$ cat src/hdl/dbcw_pkg.sv
// Shared types and fixed constants for the delay-based congestion window.
// No dependencies; imported by delay_based_congestion_window_top and tb_top.
`timescale 1ns / 1ps

package dbcw_pkg;

  // Time stamps and RTT are 64-bit values, processed 4 bits per cycle.
  localparam int TIME_W     = 64;
  localparam int DIGIT_W    = 4;
  localparam int NUM_DIGITS = TIME_W / DIGIT_W;

  // Configuration registers
  localparam int CFG_INDEX_W = 1;
  localparam int CFG_DATA_W  = 16;
  localparam logic [CFG_INDEX_W-1:0] REG_DELAY_THRESHOLD = 1'd0;
  localparam logic [CFG_INDEX_W-1:0] REG_INITIAL_WINDOW  = 1'd1;
  localparam logic [CFG_DATA_W-1:0]  THRESHOLD_RESET     = 16'd80;

  // Event kinds carried in the mode field
  localparam logic MODE_SEND = 1'b0;
  localparam logic MODE_ACK  = 1'b1;

  typedef enum logic [2:0] {
    ST_IDLE,
    ST_RTT,
    ST_ADJUST,
    ST_DIVIDE,
    ST_GROW,
    ST_FINISH
  } state_t;

  // Running comparison of RTT against threshold, least significant digit first
  typedef enum logic [1:0] {
    CMP_EQ,
    CMP_GT,
    CMP_LT
  } cmp_t;

endpackage

$ cat src/hdl/delay_based_congestion_window_top.sv
// Delay-based AIMD congestion window: digit-serial RTT, serial divider, window update.
// Depends on dbcw_pkg (types, time-stamp width, digit width, register indexes).
`timescale 1ns / 1ps
//
//  Channel | Direction | Handshake           | Payload
//  --------+-----------+---------------------+-----------------------------------------
//  s_*     | in        | s_tvalid / s_tready | s_tuser: mode, timeout flag
//          |           |                     | s_tdata: send_time_ms, ack_time_ms
//  m_*     | out       | m_tvalid / m_tready | m_tdata: window_whole, window_fixed, rtt_ms
//  cfg_*   | in        | cfg_valid/cfg_ready | cfg_index, cfg_data
//
//  Steps: a send event passes through the adjust and finish states; an ack event first
//  runs the 4-bit serial subtractor that forms the 64-bit RTT and compares it with the
//  threshold; an ack that grows the window then runs the restoring divider, one quotient
//  bit per cycle, and the saturating add.
//  Reset: window loads 1.0, threshold loads 80; no clearing pass.
//  Stalls: the result waits in the output register while the next request is taken;
//  a second finished result holds in the last step until the first one leaves.
//  Configuration writes are always ready and are expected only while idle.

module delay_based_congestion_window_top #(
  parameter int FRACTION_BITS = 8,
  parameter int WHOLE_BITS    = 16
) (
  input  logic                                 clk,
  input  logic                                 rst,
  // Input requests
  input  logic                                 s_tvalid,
  output logic                                 s_tready,
  input  logic [1:0]                           s_tuser,   // [0] mode, [1] timeout flag
  input  logic [2*dbcw_pkg::TIME_W-1:0]        s_tdata,   // [63:0] send_time_ms,
                                                          // [127:64] ack_time_ms
  // Results
  output logic                                 m_tvalid,
  input  logic                                 m_tready,
  output logic [((WHOLE_BITS + WHOLE_BITS + FRACTION_BITS + dbcw_pkg::TIME_W + 7) / 8) * 8 - 1:0]
                                               m_tdata,   // window_whole, window_fixed,
                                                          // rtt_ms, zero pad
  // Configuration writes
  input  logic                                 cfg_valid,
  output logic                                 cfg_ready,
  input  logic [dbcw_pkg::CFG_INDEX_W-1:0]     cfg_index,
  input  logic [dbcw_pkg::CFG_DATA_W-1:0]      cfg_data
);
  import dbcw_pkg::*;

  localparam int WIN_W     = WHOLE_BITS + FRACTION_BITS;
  localparam int DIV_STEPS = FRACTION_BITS + 3;          // width of 4.0 in fixed point
  localparam int CNT_MAX   = (NUM_DIGITS > DIV_STEPS) ? NUM_DIGITS : DIV_STEPS;
  localparam int CNT_W     = $clog2(CNT_MAX);
  localparam int OUT_BITS  = WHOLE_BITS + WIN_W + TIME_W;
  localparam int OUT_W     = ((OUT_BITS + 7) / 8) * 8;

  localparam logic [WIN_W-1:0] WIN_ONE  = {{(WIN_W-1){1'b0}}, 1'b1};
  localparam logic [WIN_W-1:0] ONE_FX   = WIN_ONE << FRACTION_BITS;
  localparam logic [WIN_W-1:0] HALF_FX  = WIN_ONE << (FRACTION_BITS - 1);
  localparam logic [WIN_W-1:0] TWO_FX   = WIN_ONE << (FRACTION_BITS + 1);
  localparam logic [WIN_W-1:0] WIN_MAX  = {WIN_W{1'b1}};
  localparam logic [DIV_STEPS-1:0] FOUR_FX = {1'b1, {(DIV_STEPS-1){1'b0}}};
  localparam logic [32:0] WHOLE_MAX_EXT = (33'd1 << WHOLE_BITS) - 33'd1;
  localparam logic [CNT_W-1:0] RTT_LAST = CNT_W'(NUM_DIGITS - 1);
  localparam logic [CNT_W-1:0] DIV_LAST = CNT_W'(DIV_STEPS - 1);

  state_t state, state_next;

  // Control
  logic [CNT_W-1:0]      cnt;
  logic                  borrow;
  cmp_t                  cmp;
  logic                  mode;
  logic                  timed_out;

  // Datapath
  logic [CFG_DATA_W-1:0] threshold;
  logic [WIN_W-1:0]      window;
  logic [TIME_W-1:0]     ack_sr;
  logic [TIME_W-1:0]     send_sr;
  logic [TIME_W-1:0]     thr_sr;
  logic [TIME_W-1:0]     rtt_sr;
  logic [WHOLE_BITS-1:0] rem;
  logic [DIV_STEPS-1:0]  quo;            // numerator bits shift out, quotient bits in

  // Output register
  logic [WIN_W-1:0]      out_window;
  logic [TIME_W-1:0]     out_rtt;

  logic                  s_fire;
  logic                  m_fire;
  logic                  out_load;

  // ---------------------------------------------------------------------------
  // Serial RTT digit: ack minus send with borrow, then compare against threshold
  // ---------------------------------------------------------------------------
  logic [DIGIT_W:0]      digit_diff;
  logic [DIGIT_W-1:0]    rtt_digit;
  logic [DIGIT_W-1:0]    thr_digit;
  cmp_t                  cmp_next;

  always_comb begin
    digit_diff = {1'b0, ack_sr[DIGIT_W-1:0]} - {1'b0, send_sr[DIGIT_W-1:0]}
                 - {{DIGIT_W{1'b0}}, borrow};
    rtt_digit  = digit_diff[DIGIT_W-1:0];
    thr_digit  = thr_sr[DIGIT_W-1:0];
    // A higher digit that differs overrides everything below it
    if (rtt_digit > thr_digit) begin
      cmp_next = CMP_GT;
    end else if (rtt_digit < thr_digit) begin
      cmp_next = CMP_LT;
    end else begin
      cmp_next = cmp;
    end
  end

  // ---------------------------------------------------------------------------
  // Ack adjustment: take 0.5 off on a late ack (floor at zero), clamp to 1.0
  // ---------------------------------------------------------------------------
  logic [WIN_W-1:0] win_dec;
  logic [WIN_W-1:0] win_mid;
  logic [WIN_W-1:0] win_clamp;

  always_comb begin
    win_dec   = (window >= HALF_FX) ? (window - HALF_FX) : '0;
    win_mid   = (cmp == CMP_GT) ? win_dec : window;
    win_clamp = (win_mid < ONE_FX) ? ONE_FX : win_mid;
  end

  // ---------------------------------------------------------------------------
  // Restoring divider step: 4.0 divided by the whole part of the window
  // ---------------------------------------------------------------------------
  logic [WHOLE_BITS-1:0] divisor;
  logic [WHOLE_BITS:0]   div_shifted;
  logic [WHOLE_BITS:0]   div_trial;
  logic                  div_ge;

  always_comb begin
    divisor     = window[WIN_W-1:FRACTION_BITS];
    div_shifted = {rem, quo[DIV_STEPS-1]};
    div_ge      = (div_shifted >= {1'b0, divisor});
    div_trial   = div_shifted - {1'b0, divisor};
  end

  // Saturating growth
  logic [WIN_W:0] grow_sum;
  assign grow_sum = {1'b0, window} + (WIN_W+1)'(quo);

  // Window load value from a configuration write: zero reads as one, saturate
  logic [32:0]           init_ext;
  logic [32:0]           init_sel;
  logic [WHOLE_BITS-1:0] init_whole;

  always_comb begin
    init_ext = {17'd0, cfg_data};
    if (cfg_data == '0) begin
      init_sel = 33'd1;
    end else if (init_ext > WHOLE_MAX_EXT) begin
      init_sel = WHOLE_MAX_EXT;
    end else begin
      init_sel = init_ext;
    end
    init_whole = init_sel[WHOLE_BITS-1:0];
  end

  // ---------------------------------------------------------------------------
  // Next state
  // ---------------------------------------------------------------------------
  always_comb begin
    state_next = state;
    case (state)
      ST_IDLE: begin
        if (s_fire) begin
          state_next = (s_tuser[0] == MODE_ACK) ? ST_RTT : ST_ADJUST;
        end
      end
      ST_RTT: begin
        if (cnt == RTT_LAST) begin
          state_next = ST_ADJUST;
        end
      end
      ST_ADJUST: begin
        if (mode == MODE_ACK && cmp == CMP_LT) begin
          state_next = ST_DIVIDE;
        end else begin
          state_next = ST_FINISH;
        end
      end
      ST_DIVIDE: begin
        if (cnt == DIV_LAST) begin
          state_next = ST_GROW;
        end
      end
      ST_GROW: begin
        state_next = ST_FINISH;
      end
      ST_FINISH: begin
        if (out_load) begin
          state_next = ST_IDLE;
        end
      end
      default: begin
        state_next = ST_IDLE;
      end
    endcase
  end

  // ---------------------------------------------------------------------------
  // Handshake outputs
  // ---------------------------------------------------------------------------
  always_comb begin
    s_tready  = (state == ST_IDLE);
    cfg_ready = 1'b1;
    s_fire    = s_tvalid && s_tready;
    m_fire    = m_tvalid && m_tready;
    // Load the result once the output register is free or drains this cycle
    out_load  = (state == ST_FINISH) && (!m_tvalid || m_tready);
  end

  always_ff @(posedge clk) begin
    if (rst) begin
      state <= ST_IDLE;
    end else begin
      state <= state_next;
    end
  end

  // Control registers
  always_ff @(posedge clk) begin
    if (rst) begin
      cnt       <= '0;
      borrow    <= 1'b0;
      cmp       <= CMP_EQ;
      m_tvalid  <= 1'b0;
      threshold <= THRESHOLD_RESET;
      window    <= ONE_FX;
    end else begin
      case (state)
        ST_IDLE: begin
          cnt    <= '0;
          borrow <= 1'b0;
          cmp    <= CMP_EQ;
        end
        ST_RTT: begin
          borrow <= digit_diff[DIGIT_W];
          cmp    <= cmp_next;
          cnt    <= (cnt == RTT_LAST) ? '0 : cnt + 1'b1;
        end
        ST_ADJUST: begin
          cnt <= '0;
          if (mode == MODE_SEND) begin
            // Timeout halves a window above 2.0, dropping the lowest fraction bit
            if (timed_out && window > TWO_FX) begin
              window <= window >> 1;
            end
          end else begin
            window <= win_clamp;
          end
        end
        ST_DIVIDE: begin
          cnt <= cnt + 1'b1;
        end
        ST_GROW: begin
          window <= grow_sum[WIN_W] ? WIN_MAX : grow_sum[WIN_W-1:0];
        end
        default: begin
          cnt <= cnt;
        end
      endcase

      if (out_load) begin
        m_tvalid <= 1'b1;
      end else if (m_fire) begin
        m_tvalid <= 1'b0;
      end

      // User must write configuration only while idle; the block does not enforce it.
      if (cfg_valid && cfg_ready) begin
        if (cfg_index == REG_DELAY_THRESHOLD) begin
          threshold <= cfg_data;
        end else if (cfg_index == REG_INITIAL_WINDOW) begin
          window <= {init_whole, {FRACTION_BITS{1'b0}}};
        end
      end
    end
  end

  // Payload registers
  always_ff @(posedge clk) begin
    if (s_fire) begin
      mode      <= s_tuser[0];
      timed_out <= s_tuser[1];
      send_sr   <= s_tdata[TIME_W-1:0];
      ack_sr    <= s_tdata[2*TIME_W-1:TIME_W];
      thr_sr    <= {{(TIME_W-CFG_DATA_W){1'b0}}, threshold};
      rtt_sr    <= '0;                     // send events report zero RTT
    end else if (state == ST_RTT) begin
      // Advance one digit: operands shift down, RTT fills from the top
      send_sr <= send_sr >> DIGIT_W;
      ack_sr  <= ack_sr >> DIGIT_W;
      thr_sr  <= thr_sr >> DIGIT_W;
      rtt_sr  <= {rtt_digit, rtt_sr[TIME_W-1:DIGIT_W]};
    end

    if (state == ST_ADJUST) begin
      rem <= '0;
      quo <= FOUR_FX;
    end else if (state == ST_DIVIDE) begin
      rem <= div_ge ? div_trial[WHOLE_BITS-1:0] : div_shifted[WHOLE_BITS-1:0];
      quo <= {quo[DIV_STEPS-2:0], div_ge};
    end

    if (out_load) begin
      out_window <= window;
      out_rtt    <= rtt_sr;
    end
  end

  assign m_tdata = OUT_W'({out_rtt, out_window, out_window[WIN_W-1:FRACTION_BITS]});

endmodule

$ cat config.mk
export PLATFORM = sky130hd
export DESIGN_NAME = delay_based_congestion_window_top
export DESIGN_NICKNAME = d
export VERILOG_FILES = /design/src/hdl/dbcw_pkg.sv /design/src/hdl/delay_based_congestion_window_top.sv
export SDC_FILE = /design/constraint.sdc
export NUM_CORES = 1
export LEC_CHECK = 0
export ABC_AREA = 0
export BUFFER_PORTS_ARGS = -buffer_cell sky130_fd_sc_hd__buf_2
export CAP_MARGIN = 20
export CORE_ASPECT_RATIO = 0.6
export CORE_MARGIN = 2
export CORE_UTILIZATION = 57
export DETAILED_ROUTE_END_ITERATION = 10
export MAX_ROUTING_LAYER = met4
export PLACE_DENSITY = 0.79
export REMOVE_ABC_BUFFERS = 1
export SETUP_SLACK_MARGIN = 0.4
export SKIP_CTS_REPAIR_TIMING = 1
export SYNTH_ARGS = -nofsm -noshare
export SYNTH_HDL_FRONTEND = slang
export SYNTH_SLANG_ARGS = --single-unit
$ cat constraint.sdc
create_clock -name clk -period 9.97 [get_ports clk]
set_input_delay 0.997 -clock clk [delete_from_list [all_inputs] [get_ports clk]]
set_output_delay 0.997 -clock clk [all_outputs]
set_load 0.01 [all_outputs]
==> impl_metrics.tcl <==
set metrics [dict create \
    outcome "completed" \
    max_freq_ghz 0.256 \
    fin_crit_ps 3910 \
    grt_max_degree 212 \
    dp_hpwl_mm 30.5 \
    avgRoutedWirePerCell_um 19.5 \
    rsz0062_at_grt "no" \
    regArea_sq_um 9870 \
    die_h_um 139 \
    start_kind "register" \
    path_cells "nor4b_2, buf_12, nand2b_4, buf_4" \
    ys_seq_area_share_pct 57.2 \
    syn_area_per_cell_sq_um 11.2 \
    layout.nets 1948 \
    period_share_pct 39.2 \
    hp-class "register to register" \
    synth_edf_count 234 \
    synth.distinct_cells 87 \
    htreeDepth 2 \
    place_ws_ps 5520 \
    ir_worst_vdd_mv 0.222 \
    path_class "register to register" \
    routed_wl_mm 43.0 \
    remaining_drc_errors 0 \
    first_global_vias 11913 \
    placed_cells 2118 \
    drive_gt1_share_pct 27.7 \
    die_area_sq_um 31700 \
    final_util_pct 67.0 \
    required_ps 10110 \
    firstDrtPassIters 6 \
    port_buffers 257 \
    synth_area_leaders "edfxtp_1, dfxtp_1, mux2_2, nand2_1, a21oi_1" \
    final_cells 2203 \
    gr-total-overflow 0 \
    async_flop_share_pct 0 \
    power.density_nw_per_um2 305 \
    drtAntennaViolNets 0 \
    timing.hold.ws_ps 435 \
    place_area_sq_um 18700 \
    ys_warn_count 0 \
    drt_iter0_markers 1549 \
    worst_slew_pin_slew_ps 1040 \
    die_x_um 229 \
    final_area_sq_um 20000 \
    fillers 2224 \
    crit_buf_inv 2 \
    cp_top_family "buffers and inverters" \
    path_max_fanout 211 \
    slew_violations 0 \
    synth.cell_area_sq_um 17300 \
    clock_skew_ps 17.1 \
    endpoint_kind "register" \
    totalPowerFinal_mw 6.10 \
    vias_per_cell 5.83 \
    cap_violations 0 \
    clock_latency_ps 530 \
    core_area_sq_um 29900 \
    gp_congestion 0.993 \
    slew_headroom_pct 30.8 \
    power_leakage_nw 7.46 \
    synthCells 1548 \
    ys_ff_latch 376 \
    ys.flop_type "edfxtp_1" \
    finalHoldViolations 0 \
    finalSetupViolCount 0 \
    grt_pass1_wl_mm 66.0 \
    rows 49 \
    grt_antenna_before_repair 15 \
    ioPinCount 259 \
    cp_slowest_stage_delay_ps 910 \
    synth_top_area_cell "edfxtp_1" \
    tritoncts "built" \
    num_vias 12837 \
    multi_input_area_sq_um 6770 \
    cts_buffer_depth 3 \
    setup_ws_ps 6060 \
    initial_core_util_pct 57.8 \
    cts.clk_slew.worst_paths_ps 70 \
    critPathSlowestCell "buf_4" \
    root_buffer "clkbuf_16" \
    synthToLayoutAreaGrowth_pct 15.9 \
    cts_buffers 35 \
    grt_usage_pct 27.4 \
    synthDominantCellAreaShare_pct 40.7 \
    cts_sinks 376 \
    tns_ps 0 \
    critPathArrivalTime_ps 4050 \
]
## worst reg2reg max path, delay by kind of cell, from the launching register on
kind | cells | cell delay (ps)
flip-flops | 1 | 530
AND/OR/NAND/NOR | 2 | 1330
buffers and inverters | 2 | 1620
## cell type report
class	count	share of cell area, %
Multi-Input combinational cell	1023	33.9
Antenna cell	17	0.213
Timing Repair Buffer	271	7.22
Clock buffer	45	4.98
Tap cell	408	2.55
Sequential cell	376	49.3
Inverter	44	0.826
Clock inverter	19	1.02
## cell usage in the layout (no fill, tap or decap), types with 17 or more instances in the layout
cell type / synthesis / final
o21ai_0: 53 / 53
buf_2: 11 / 257
a21oi_1: 137 / 137
mux2_2: 135 / 135
nor3_1: 31 / 30
inv_1: 41 / 42
diode_2: 0 / 17
edfxtp_1: 234 / 234
nand2_1: 231 / 230
xnor2_1: 22 / 22
dfxtp_1: 142 / 142
nand3_1: 30 / 30
nor2_1: 78 / 77
clkbuf_16: 0 / 38
ha_1: 41 / 41
## kinds of logic after synthesis
kind of cell | share of synthesized area (%)
fa+ha+maj | 3.44
xor+xnor | 1.57
mux | 9.56
buf+inv | 3.80
compound gates | 11.7
simple gates | 12.7
flops | 57.2
other cells | 0.0217
## power by group
group	total [mW]	switching, mW	internal, mW
Clock	1.38	0.587	0.797
Sequential	2.51	0.213	2.29
Combinational	2.21	1.29	0.918
## layer usage
layer / vias to the layer above / track usage [%] / share of wire [%]
met2: 655 / 37.5 / 42
met1: 6041 / 39.1 / 44
li1: 6062 / - / -
met3: 79 / 8.20 / 11
met5: - / - / 0
met4: 0 / 8.63 / 2.7
## flip-flops by register name, indices dropped and copies added (netlist names)
name and count:
timed_out 1, ack_sr 64, m_tvalid 1, out_window 24
threshold 16, window 24, mode 1, borrow 1
thr_sr 16, quo 11, cmp 2, rem 16
cnt 4, out_rtt 64, send_sr 64, rtt_sr 64
state 3
## cell usage after synthesis (30+ instances only)
master and n:
nand2_1 231, a21oi_1 137, inv_1 41, nor3_1 31
dfxtp_1 142, ha_1 41, nor2_1 78, o21ai_0 53
clkbuf_1 67, edfxtp_1 234, mux2_2 135, nand3_1 30
## final timing paths
path	from	to	slack (ps)	cells after the start
worst min-delay path	rtt_sr[3]$_SDFFE_PP0P_	out_rtt[3]$_DFFE_PP_	430	0
worst min register to register	rtt_sr[3]$_SDFFE_PP0P_	out_rtt[3]$_DFFE_PP_	430	0
worst max register to register	state[2]$_SDFFE_PP0P_	ack_sr[13]$_DFFE_PP_	6060	4
worst max-delay path	state[2]$_SDFFE_PP0P_	ack_sr[13]$_DFFE_PP_	6060	4
No activity file was read; power rests on OpenSTA's default activity.
